## src/touch_swipe_detector_defines.svh

```systemverilog
// Assertion macros shared by the swipe detector RTL.
`ifndef TOUCH_SWIPE_DETECTOR_DEFINES_SVH
`define TOUCH_SWIPE_DETECTOR_DEFINES_SVH

// Same-cycle implication, sampled on clk and disabled while in reset.
`define TSD_ASSERT_NOW(label, ante, cons, msg) \
	label: assert property (@(posedge clk) disable iff (!arst_n) (ante) |-> (cons)) \
		else $error(msg);

// Next-cycle implication, sampled on clk and disabled while in reset.
`define TSD_ASSERT_NEXT(label, ante, cons, msg) \
	label: assert property (@(posedge clk) disable iff (!arst_n) (ante) |=> (cons)) \
		else $error(msg);

`endif

```

## src/tsd_pkg.sv

```systemverilog
// Types and constants shared by the touch swipe detector modules.
package tsd_pkg;

	localparam int COORD_W = 12;
	localparam int STATUS_W = 8;
	localparam int SWIPE_W = 2;

	// Status byte layout.
	localparam int READY_BIT = 7;
	localparam logic [STATUS_W-1:0] COUNT_MASK = 8'h0F;

	// Edge zone is screen_width / 6, done as a multiply by a scaled reciprocal.
	localparam int EDGE_DIV = 6;
	localparam int EDGE_SHIFT = 14;
	localparam int EDGE_RECIP = (1 << EDGE_SHIFT) / EDGE_DIV + 1;
	localparam int PROD_W = COORD_W + EDGE_SHIFT;

	// Register indexes.
	localparam logic CFG_SWIPE_THRESHOLD = 1'b0;
	localparam logic CFG_SCREEN_WIDTH = 1'b1;

	localparam logic [COORD_W-1:0] THRESHOLD_RST = 12'd60;
	localparam logic [COORD_W-1:0] EDGE_RST = 12'd80;
	localparam logic [COORD_W-1:0] UPPER_RST = 12'd400;

	// Item kinds.
	localparam logic KIND_POLL = 1'b0;
	localparam logic KIND_SUPPRESS = 1'b1;

	// Swipe codes.
	localparam logic [SWIPE_W-1:0] SWIPE_NONE = 2'd0;
	localparam logic [SWIPE_W-1:0] SWIPE_NEXT = 2'd1;
	localparam logic [SWIPE_W-1:0] SWIPE_PREV = 2'd2;

	typedef struct packed {
		logic [COORD_W-1:0] threshold;
		logic [COORD_W-1:0] edge_zone;
		logic [COORD_W-1:0] upper;
	} cfg_t;

	typedef struct packed {
		logic kind;
		logic read_ok;
		logic [STATUS_W-1:0] status_byte;
		logic [COORD_W-1:0] touch_x;
		logic [COORD_W-1:0] touch_y;
	} item_t;

	typedef struct packed {
		logic pressed;
		logic [COORD_W-1:0] point_x;
		logic [COORD_W-1:0] point_y;
		logic [SWIPE_W-1:0] swipe;
		logic show_arrows;
	} res_t;

endpackage

```

## src/tsd_cfg.sv

```systemverilog
// Configuration registers, with the edge zone bounds derived at write time.
module tsd_cfg import tsd_pkg::*; (
	input  logic clk,
	input  logic arst_n,
	input  logic cfg_wen,
	input  logic cfg_index,
	input  logic [COORD_W-1:0] cfg_data,
	output cfg_t cfg
);

	logic [COORD_W-1:0] threshold_q;
	logic [COORD_W-1:0] edge_q;
	logic [COORD_W-1:0] upper_q;
	logic [PROD_W-1:0] edge_prod;
	logic [COORD_W-1:0] edge_new;

	// The reciprocal error stays below one sixth over the 12-bit range,
	// so the truncated product equals the integer quotient.
	assign edge_prod = PROD_W'(cfg_data) * PROD_W'(EDGE_RECIP);
	assign edge_new = edge_prod[PROD_W-1:EDGE_SHIFT];

	always_ff @(posedge clk or negedge arst_n) begin
		if (!arst_n) begin
			threshold_q <= THRESHOLD_RST;
			edge_q <= EDGE_RST;
			upper_q <= UPPER_RST;
		end else if (cfg_wen) begin
			unique case (cfg_index)
				CFG_SWIPE_THRESHOLD: threshold_q <= cfg_data;
				CFG_SCREEN_WIDTH: begin
					edge_q <= edge_new;
					upper_q <= cfg_data - edge_new;
				end
				default: ;
			endcase
		end
	end

	assign cfg.threshold = threshold_q;
	assign cfg.edge_zone = edge_q;
	assign cfg.upper = upper_q;

endmodule

```

## src/tsd_core.sv

```systemverilog
// Gesture state and the per-sample press, release and swipe evaluation.
module tsd_core import tsd_pkg::*; (
	input  logic clk,
	input  logic arst_n,
	input  logic fire,
	input  item_t item,
	input  cfg_t cfg,
	output res_t res
);

	logic active_q;
	logic fired_q;
	logic suppressed_q;
	logic [COORD_W-1:0] start_x_q;
	logic [COORD_W-1:0] start_y_q;
	logic [COORD_W-1:0] last_x_q;
	logic [COORD_W-1:0] last_y_q;

	logic is_poll;
	logic pressed;
	logic [COORD_W-1:0] adx;
	logic [COORD_W-1:0] ady;
	logic in_zone;
	logic swipe_ok;

	assign is_poll = (item.kind == KIND_POLL);
	assign pressed = item.read_ok && item.status_byte[READY_BIT] &&
		((item.status_byte & COUNT_MASK) != '0);

	assign adx = (last_x_q >= start_x_q) ? (last_x_q - start_x_q) : (start_x_q - last_x_q);
	assign ady = (last_y_q >= start_y_q) ? (last_y_q - start_y_q) : (start_y_q - last_y_q);
	assign in_zone = (start_x_q > cfg.edge_zone) && (start_x_q < cfg.upper);

	// A release only judges a touch that is still open and has not fired yet.
	assign swipe_ok = !pressed && active_q && !fired_q && !suppressed_q && in_zone &&
		(adx >= cfg.threshold) && (adx > ady);

	always_comb begin
		res.pressed = pressed;
		res.point_x = pressed ? item.touch_x : last_x_q;
		res.point_y = pressed ? item.touch_y : last_y_q;
		res.show_arrows = pressed && !active_q;
		if (swipe_ok) begin
			res.swipe = (last_x_q < start_x_q) ? SWIPE_NEXT : SWIPE_PREV;
		end else begin
			res.swipe = SWIPE_NONE;
		end
	end

	always_ff @(posedge clk or negedge arst_n) begin
		if (!arst_n) begin
			active_q <= 1'b0;
			fired_q <= 1'b0;
			suppressed_q <= 1'b0;
			start_x_q <= '0;
			start_y_q <= '0;
			last_x_q <= '0;
			last_y_q <= '0;
		end else if (fire) begin
			if (!is_poll) begin
				suppressed_q <= 1'b1;
			end else if (pressed) begin
				last_x_q <= item.touch_x;
				last_y_q <= item.touch_y;
				if (!active_q) begin
					active_q <= 1'b1;
					fired_q <= 1'b0;
					suppressed_q <= 1'b0;
					start_x_q <= item.touch_x;
					start_y_q <= item.touch_y;
				end
			end else begin
				active_q <= 1'b0;
				if (swipe_ok) begin
					fired_q <= 1'b1;
				end
			end
		end
	end

endmodule

```

## src/touch_swipe_detector.sv

```systemverilog
// Top level of the touch swipe detector: input register, core and result register.
//
// Input channel: in_valid/in_stall carry one item per transaction, either a
// touch poll sample or a request to suppress the current gesture.
// Output channel: out_valid/out_stall carry one result per poll sample;
// a suppress transaction updates the gesture state and yields no result.
// Path: the accepting edge loads the input register; the result register is loaded
// when that poll sample fires, which a stalled receiver can hold off.
// Throughput: one transaction per cycle while in_stall is low. The core reads the
// gesture state combinationally and updates it as each item fires.
// When the receiver stalls, the held result blocks the input register only
// if that register holds a poll sample; a further input is taken while a
// result waits, and suppress items pass regardless.
// Configuration: cfg_wen writes cfg_index 0 (swipe threshold) or 1 (screen width)
// on a rising edge; the user must write only while no transaction is in flight, and
// the block does not enforce this. Reset (arst_n low) empties both registers,
// clears the gesture state and loads threshold 60 and screen width 480.
`include "touch_swipe_detector_defines.svh"

module touch_swipe_detector import tsd_pkg::*; (
	input  logic clk,
	input  logic arst_n,
	input  logic cfg_wen,
	input  logic cfg_index,
	input  logic [COORD_W-1:0] cfg_data,
	input  logic in_valid,
	output logic in_stall,
	input  logic kind,
	input  logic read_ok,
	input  logic [STATUS_W-1:0] status_byte,
	input  logic [COORD_W-1:0] touch_x,
	input  logic [COORD_W-1:0] touch_y,
	output logic out_valid,
	input  logic out_stall,
	output logic pressed,
	output logic [COORD_W-1:0] point_x,
	output logic [COORD_W-1:0] point_y,
	output logic [SWIPE_W-1:0] swipe,
	output logic show_arrows
);

	cfg_t cfg;
	logic valid_s1;
	item_t item_s1;
	logic valid_s2;
	res_t res_s2;
	res_t res;
	logic s2_free;
	logic fire;
	logic is_poll_s1;

	tsd_cfg u_cfg (
		.clk(clk),
		.arst_n(arst_n),
		.cfg_wen(cfg_wen),
		.cfg_index(cfg_index),
		.cfg_data(cfg_data),
		.cfg(cfg)
	);

	tsd_core u_core (
		.clk(clk),
		.arst_n(arst_n),
		.fire(fire),
		.item(item_s1),
		.cfg(cfg),
		.res(res)
	);

	assign is_poll_s1 = (item_s1.kind == KIND_POLL);
	assign s2_free = !valid_s2 || !out_stall;
	assign fire = valid_s1 && (!is_poll_s1 || s2_free);
	assign in_stall = valid_s1 && !fire;

	always_ff @(posedge clk or negedge arst_n) begin
		if (!arst_n) begin
			valid_s1 <= 1'b0;
		end else if (!in_stall) begin
			valid_s1 <= in_valid;
		end
	end

	always_ff @(posedge clk) begin
		if (in_valid && !in_stall) begin
			item_s1.kind <= kind;
			item_s1.read_ok <= read_ok;
			item_s1.status_byte <= status_byte;
			item_s1.touch_x <= touch_x;
			item_s1.touch_y <= touch_y;
		end
	end

	always_ff @(posedge clk or negedge arst_n) begin
		if (!arst_n) begin
			valid_s2 <= 1'b0;
		end else if (fire && is_poll_s1) begin
			valid_s2 <= 1'b1;
		end else if (!out_stall) begin
			valid_s2 <= 1'b0;
		end
	end

	always_ff @(posedge clk) begin
		if (fire && is_poll_s1) begin
			res_s2 <= res;
		end
	end

	assign out_valid = valid_s2;
	assign pressed = res_s2.pressed;
	assign point_x = res_s2.point_x;
	assign point_y = res_s2.point_y;
	assign swipe = res_s2.swipe;
	assign show_arrows = res_s2.show_arrows;

	`TSD_ASSERT_NOW(a_stall_needs_item, in_stall, valid_s1 && is_poll_s1, "stall without a blocked poll sample")
	`TSD_ASSERT_NOW(a_swipe_on_release, valid_s2 && (res_s2.swipe != SWIPE_NONE), !res_s2.pressed, "swipe reported on a press")
	`TSD_ASSERT_NOW(a_arrows_on_press, valid_s2 && res_s2.show_arrows, res_s2.pressed && (res_s2.swipe == SWIPE_NONE), "arrows without a press")
	`TSD_ASSERT_NEXT(a_result_loaded, fire && is_poll_s1, valid_s2, "poll sample produced no result")

endmodule

```

## config.mk

```make
export PLATFORM = sky130hd
export DESIGN_NAME = touch_swipe_detector
export DESIGN_NICKNAME = d
export VERILOG_FILES = /design/src/tsd_pkg.sv /design/src/tsd_cfg.sv /design/src/tsd_core.sv /design/src/touch_swipe_detector.sv
export VERILOG_INCLUDE_DIRS = /design/src /design/src/src
export SDC_FILE = /design/constraint.sdc
export NUM_CORES = 1
export LEC_CHECK = 0
export ABC_AREA = 1
export CAP_MARGIN = 15
export CORE_MARGIN = 5
export CORE_UTILIZATION = 31
export CTS_BUF_LIST = sky130_fd_sc_hd__clkbuf_8
export CTS_CLUSTER_SIZE = 24
export DETAILED_ROUTE_END_ITERATION = 8
export DONT_BUFFER_PORTS = 1
export PLACE_DENSITY = 0.49
export SLEW_MARGIN = 5
export SYNTH_ARGS = -nofsm -noshare
export SYNTH_HDL_FRONTEND = slang
export SYNTH_SLANG_ARGS = --single-unit
```

## constraint.sdc

```tcl
create_clock -name clk -period 7.2 [get_ports clk]
set_input_delay 0.36 -clock clk [delete_from_list [all_inputs] [get_ports clk]]
set_output_delay 0.36 -clock clk [all_outputs]
set_load 0.02 [all_outputs]
```

==> results of run 1 <==
[state kept, by name, summed over array words and instances, names as in the netlist]
| signal | count |
|---|---|
| show_arrows | 1 |
| pressed | 1 |
| u_cfg.edge_q | 10 |
| out_valid | 1 |
| u_core.start_y_q | 12 |
| item_s1 | 31 |
| u_core.suppressed_q | 1 |
| point_x | 12 |
| point_y | 12 |
| u_cfg.threshold_q | 12 |
| u_core.last_y_q | 12 |
| valid_s1 | 1 |
| u_core.last_x_q | 12 |
| u_cfg.upper_q | 12 |
| u_core.start_x_q | 12 |
| u_core.fired_q | 1 |
| u_core.active_q | 1 |
| swipe | 2 |
[metrics by stage]
step                worst slack [ps]  hold WS [ps]  instances  total power, uW  instance area [um2]
finish                          1740          55.9       1932             5850                13100
global route                    1320          10.5       1932             6540                13100
CTS                             1820          9.85       1932             5920                13100
detailed placement              1310          74.8       1863             5250                12400
global placement                1320          74.0       1863             5200                12400
floorplan                       1910          64.4       1371             4250                11800
[worst max path at each step]
stage                     cells after the start                end  slack [ps]
final                                        28   u_cfg.upper_q[9]        1740
after detailed placement                     28   u_cfg.upper_q[9]        1310
after global routing                         28   u_cfg.upper_q[9]        1320
after global placement                       28  u_cfg.upper_q[11]        1320
after CTS                                    28   u_cfg.upper_q[9]        1820
after floorplan                              27   u_cfg.upper_q[5]        1910
[kinds of logic after synthesis]
kind of cell	after synthesis
buf+inv	269
simple gates	440
flops	146
xor+xnor	32
fa+ha+maj	223
compound gates	255
mux	6
[final cells by class]
type                       count  area, um2
fill                        3888      24500
multi-input combinational    956       6790
sequential                   146       3960
inverter                     244        916
tap                          511        639
timing repair buffer          43        433
clock buffer                  17        234
clock inverter                15        116
[report_power, final]
part	leakage [uW]	internal (uW)	switching, uW	total (uW)
combinational	0.00456	1520	2510	4030
sequential	0.00161	1080	142	1220
clock	0.000210	293	306	599
total	0.00638	2890	2960	5850
[synthesized netlist by cell type, types with 3 or more instances]
library cell / count
o21ai_0: 117
o211ai_1: 3
nor2_2: 7
nor4_1: 4
nor3_1: 4
nand4_1: 8
edfxtp_1: 59
xor2_1: 21
dfrtp_1: 78
dfstp_2: 9
clkbuf_1: 17
mux2i_1: 3
inv_1: 239
o22ai_1: 17
o21bai_1: 5
a211oi_1: 4
nand3b_1: 3
a21oi_1: 75
nand2_1: 274
nor2_1: 67
fa_1: 45
o21ai_2: 5
nand2_2: 16
o21ai_1: 5
a31oi_1: 5
a21boi_0: 3
a221oi_1: 3
buf_2: 5
nand3_1: 46
inv_2: 4
ha_1: 178
a21o_1: 3
xnor2_1: 11
[worst max-delay path, stage by stage]
cell and delay, ps:
ha_1 360, fa_1 520, inv_1 50, fa_1 490, inv_1 50, fa_1 540
inv_1 60, fa_1 550, inv_1 60, ha_1 330, nand2_1 100, a21oi_1 40
nor2_1 80, nand2_1 80, a31oi_1 310, nor2_1 70, nor2_1 120, xor2_1 310
ha_1 340, a21oi_1 150, and2_1 160, inv_1 60, nand4_1 110, nand3_1 170
nand2_1 120, nand3_1 70, nand3_1 90, nand2_1 60
[placed cells by master (no fill, tap or decap), types with 4 or more instances in the layout]
cell and count:
nand2_1 274, inv_1 248, ha_1 178, o21ai_0 117
dfrtp_1 78, a21oi_1 75, nor2_1 65, edfxtp_1 59
nand3_1 46, fa_1 45, dlygate4sd3_1 36, xor2_1 21
o22ai_1 17, clkbuf_8 17, nand2_2 16, xnor2_1 11
dfstp_2 9, nor2_2 8, nand4_1 8, buf_4 6
o21bai_1 5, a31oi_1 5, o21ai_2 5, o21ai_1 5
nor3_1 4, nor4_1 4, inv_2 4, a211oi_1 4
[per-layer routing]
layer / GRT usage, % / wire, um
met5: 0 / 0
met4: 3.66 / 480
met3: 2.64 / 667
met2: 23.9 / 14000
met1: 19.2 / 14100
==> results.tsv, run 1 <==
metric	value	unit
slew_violations	0	
tightest_slew	1030	ps
core_area	37600	um2
final_nets	1683	
grt_pass1_vias	9069	
setup_viol	0	
grt_max_degree	88	
grtUsageTotal	14.3	%
drc	0	
finalClockSkew	18.1	ps
ys_async_sr_fraction	59.6	%
synth.avg_cell_area	8.59	um2
reg2reg_depth	18	
antenna_found_initial	0	
synthAdderAreaFrac	26.6	%
fin_util	34.8	%
synth-xor-area-share	2.38	%
post_cts.repair.setup_buffers	0	
worst_r2r_startpoint	u_core.last_y_q[0]	
synthTopCellsByArea	ha_1 (19%), dfrtp_1 (17%), edfxtp_1 (15%)	
timing.final.crit_share	75.8	%
path_max_fanout	8	
synthFlopType	dfrtp_1	
hold_viol	0	
cp.required	7580	ps
synth-compound-area-share	12.2	%
synth_warnings	0	
end_kind	register	
fmax	183	MHz
synth_cell_types	54	
dp.final_hpwl	23.1	mm
ctsResizeCount	0	
root_buffer	clkbuf_8	
syn_nets	1646	
io_pins	82	
synth_edf_count	59	
synth_top_area_cell	ha_1	
die_x	205	um
max_slew_margin	31.1	%
cts_tree	done	
whs_path_depth	2	
routabilityCongestion	0.878	
hold_path.class	in -> reg	
rows	71	
synth_top_family_by_area	adder cells	
drt_wl_total	29.2	mm
worstHoldStart	cfg_data[6]	
synth_top_area_share	18.9	%
ctsHoldBuffers	37	
worst_ep_arrival_time	5840	ps
dr.pass1.iters	5	
startpoint	cfg_data[1]	
htreeDepth	4	
grt_pass1_wl	47.5	mm
fp.dieArea	42000	um2
holdPathEnd	u_cfg.threshold_q[6]	
crit_type	in -> reg	
n_antenna_cell	0	
detail-route-antenna-nets	0	
io_buffers	0	
drt_iter0_drc	425	
synthSimpleGateAreaFrac	15.9	%
vias	9006	
status	finished, final reports clean	
areaGrowthSynthToFinish	11.2	%
clk_pin_slew	80	ps
cts_buffer_depth	2	
r2r_end	swipe[1]	
syn_area	11800	um2
max_cap_violations	0	
crit_path_start_kind	primary input	
power_density	447	nW/um2
die-height	205	um
synth_mux_area_share	0.606	%
finalCriticalPeriod	5460	ps
synthCells	1371	
avgRoutedWirePerCell	15.1	um
p_leak	0.00638	uW
cts.sinks	146	
ir_drop	0.000197	V
insertion_delay	490	ps
r2r_slack	2990	ps
viasPerCell	4.66	
drive_gt1_share	6.05	%
cts_inserted_buffers	17	
rsz0062_at_grt	false	
setup_tns	0	ps
yosysSeqAreaShare	33.6	%
ys_ff_latch	146	
grt.overflow.total	0	
start_util	31.3	%
(Power assumes the default switching activity.)
==> inputs of run 2 (changes only) <==
--- a/config.mk
+++ b/config.mk
@@ -14,7 +14,7 @@
 export CTS_CLUSTER_SIZE = 24
 export DETAILED_ROUTE_END_ITERATION = 8
 export DONT_BUFFER_PORTS = 1
-export PLACE_DENSITY = 0.49
+export PLACE_DENSITY = 0.5
 export SLEW_MARGIN = 5
 export SYNTH_ARGS = -nofsm -noshare
 export SYNTH_HDL_FRONTEND = slang
==> constraint.sdc (replaced) <==
create_clock -name clk -period 4.6 [get_ports clk]
set_input_delay 0.23 -clock clk [delete_from_list [all_inputs] [get_ports clk]]
set_output_delay 0.23 -clock clk [all_outputs]
set_load 0.02 [all_outputs]
==> results.tsv, run 2 (synthesized netlist as in run 1, its figures left out) <==
metric	value	unit
setup_tns	-5.48	ps
ir_drop	0.000360	V
clockPowerShare	10.3	%
avgRoutedWirePerCell	15.4	um
setup_slack	-4.22	ps
p_leak	0.00683	uW
rsz0062_at_grt	true	
r2r_end	swipe[0]	
fp.dieArea	42000	um2
drive_gt1_share	14.1	%
crit_path_start_kind	primary input	
grt_pass1_vias	9560	
detail-route-antenna-nets	0	
multi_input_area	7040	um2
slew_violations	0	
p_int	5890	uW
fin_cells	2020	
io_buffers	0	
areaGrowthSynthToFinish	19.9	%
drc	0	
seq_area	3960	um2
n_antenna_cell	0	
routabilityCongestion	0.888	
drt_iter0_drc	502	
p_seq_share	17.2	%
drt_wl_total	31.1	mm
cts_tree	done	
grt.overflow.total	0	
htreeDepth	4	
end_kind	register	
largest_register_ffs	31	
fmax	217	MHz
reg2reg_depth	25	
p_sw	5220	uW
fillCellCount	3818	
grt_pass1_wl	50.4	mm
clk_pin_slew	90	ps
cts_buffer_depth	2	
power_density	787	nW/um2
start_util	31.3	%
finalCriticalPeriod	4600	ps
mostFrequentLayoutCell	nand2_1	
dp.final_hpwl	24.3	mm
p_sw_share	47.0	%
worst_r2r_startpoint	u_core.last_x_q[0]	
path_max_fanout	6	
core_area	37600	um2
viasPerCell	4.68	
cp.required	4980	ps
cpMostUsedCell	buf_4	
violations	setup timing	
vias	9453	
max_slew_margin	30.5	%
crit_path_top_delay_cell	fa_1	
cts.sinks	146	
hold_path.class	in -> reg	
setup_viol	2	
rows	71	
share_comb_of_total_power	72.5	%
status	finished, violations left	
finalClockSkew	11.8	ps
timing.final.crit_share	100	%
worstHoldStart	cfg_data[11]	
worst_ep_arrival_time	4990	ps
die-height	205	um
whs_path_depth	4	
cts_inserted_buffers	17	
placed_cells	1927	
regMostFlops	item_s1	
antenna_found_initial	0	
max_cap_violations	0	
final_nets	1771	
root_buffer	clkbuf_8	
r2r_slack	490	ps
slowest_delay	510	ps
crit_type	in -> reg	
grtUsageTotal	15.2	%
die_x	205	um
final_cell_mix	nand2_1 (267), inv_1 (236), ha_1 (170)	
hold_viol	0	
io_pins	82	
insertion_delay	490	ps
tightest_slew	1040	ps
holdPathEnd	u_cfg.upper_q[11]	
dr.pass1.iters	5	
grt_max_degree	88	
==> run 2: cell count changes in the layout (fill, tap and decap cells not counted), moves of 5 or more <==
cell and delta:
buf_4 +78, a21oi_1 -5, ha_1 -8, dlygate4sd3_1 +9
nand3_2 +5, nand2_2 +6, inv_1 -12, nand2_1 -7
ha_4 +8, nand3_1 -5
==> run 2: how the worst max path moves through the flow <==
stage / startpoint / end / slack (ps) / cells after the start
after floorplan: cfg_data[3] / u_cfg.upper_q[5] / -210 / 27
after global placement: cfg_data[3] / u_cfg.upper_q[9] / -560 / 27
after detailed placement: cfg_data[3] / u_cfg.upper_q[9] / -650 / 28
after CTS: cfg_data[2] / u_cfg.upper_q[11] / 0.4 / 25
after global routing: cfg_data[3] / u_cfg.upper_q[9] / -260 / 28
final: cfg_data[2] / u_cfg.upper_q[11] / -4 / 30
==> run 2: critical path, delay by kind of cell <==
kind	cells	cell delay, ps
adder cells (fa/ha/maj)	6	2490
AO/OA/AOI/OAI	1	160
buffers and inverters	9	950
AND/OR/NAND/NOR	14	1150
==> run 2: final cells by class <==
cell class                 instances  area share, %
multi-input combinational        956           49.9
sequential                       146           28.1
timing repair buffer             131           7.93
inverter                         244           6.49
tap                              511           4.53
clock buffer                      17           1.66
clock inverter                    15           1.45
==> run 2: power groups by stage <==
stage	Sequential (uW)	Combinational (uW)	Clock, uW
3_5_place_dp	1940	7240	0
5_1_grt	1950	9120	1230
2_1_floorplan	1870	4920	0
4_1_cts	1920	7770	1180
6_report	1910	8050	1140
3_3_place_gp	1940	7190	0
==> run 2: routing by layer <==
metal	track usage [%]	wire (um)
met1	20.6	15000
met2	25.9	14900
met3	2.61	890
met4	2.68	320
met5	0	0
==> run 2: through the flow <==
step | hold slack, ps | setup WS, ps | power (uW) | area, um2 | utilization (%)
after global routing | 64.1 | -259 | 12300 | 14100 | 37.6
final | 45.3 | -4.22 | 11100 | 14100 | 37.6
after CTS | 13.1 | 0.410 | 10900 | 14000 | 37.2
after floorplan | -65.6 | -206 | 6780 | 11900 | -
after detailed placement | -56.8 | -652 | 9180 | 12900 | 34.4
after global placement | -56.2 | -560 | 9120 | 12900 | 34.4
==> run 2: repair_timing <==
action,in CTS,in global routing
setup buffers,11,4
endpoints found under the hold margin,132,0
endpoints found under the setup margin,7,8
hold buffers,46,0
pin swaps,8,13
gates resized for setup,9,24
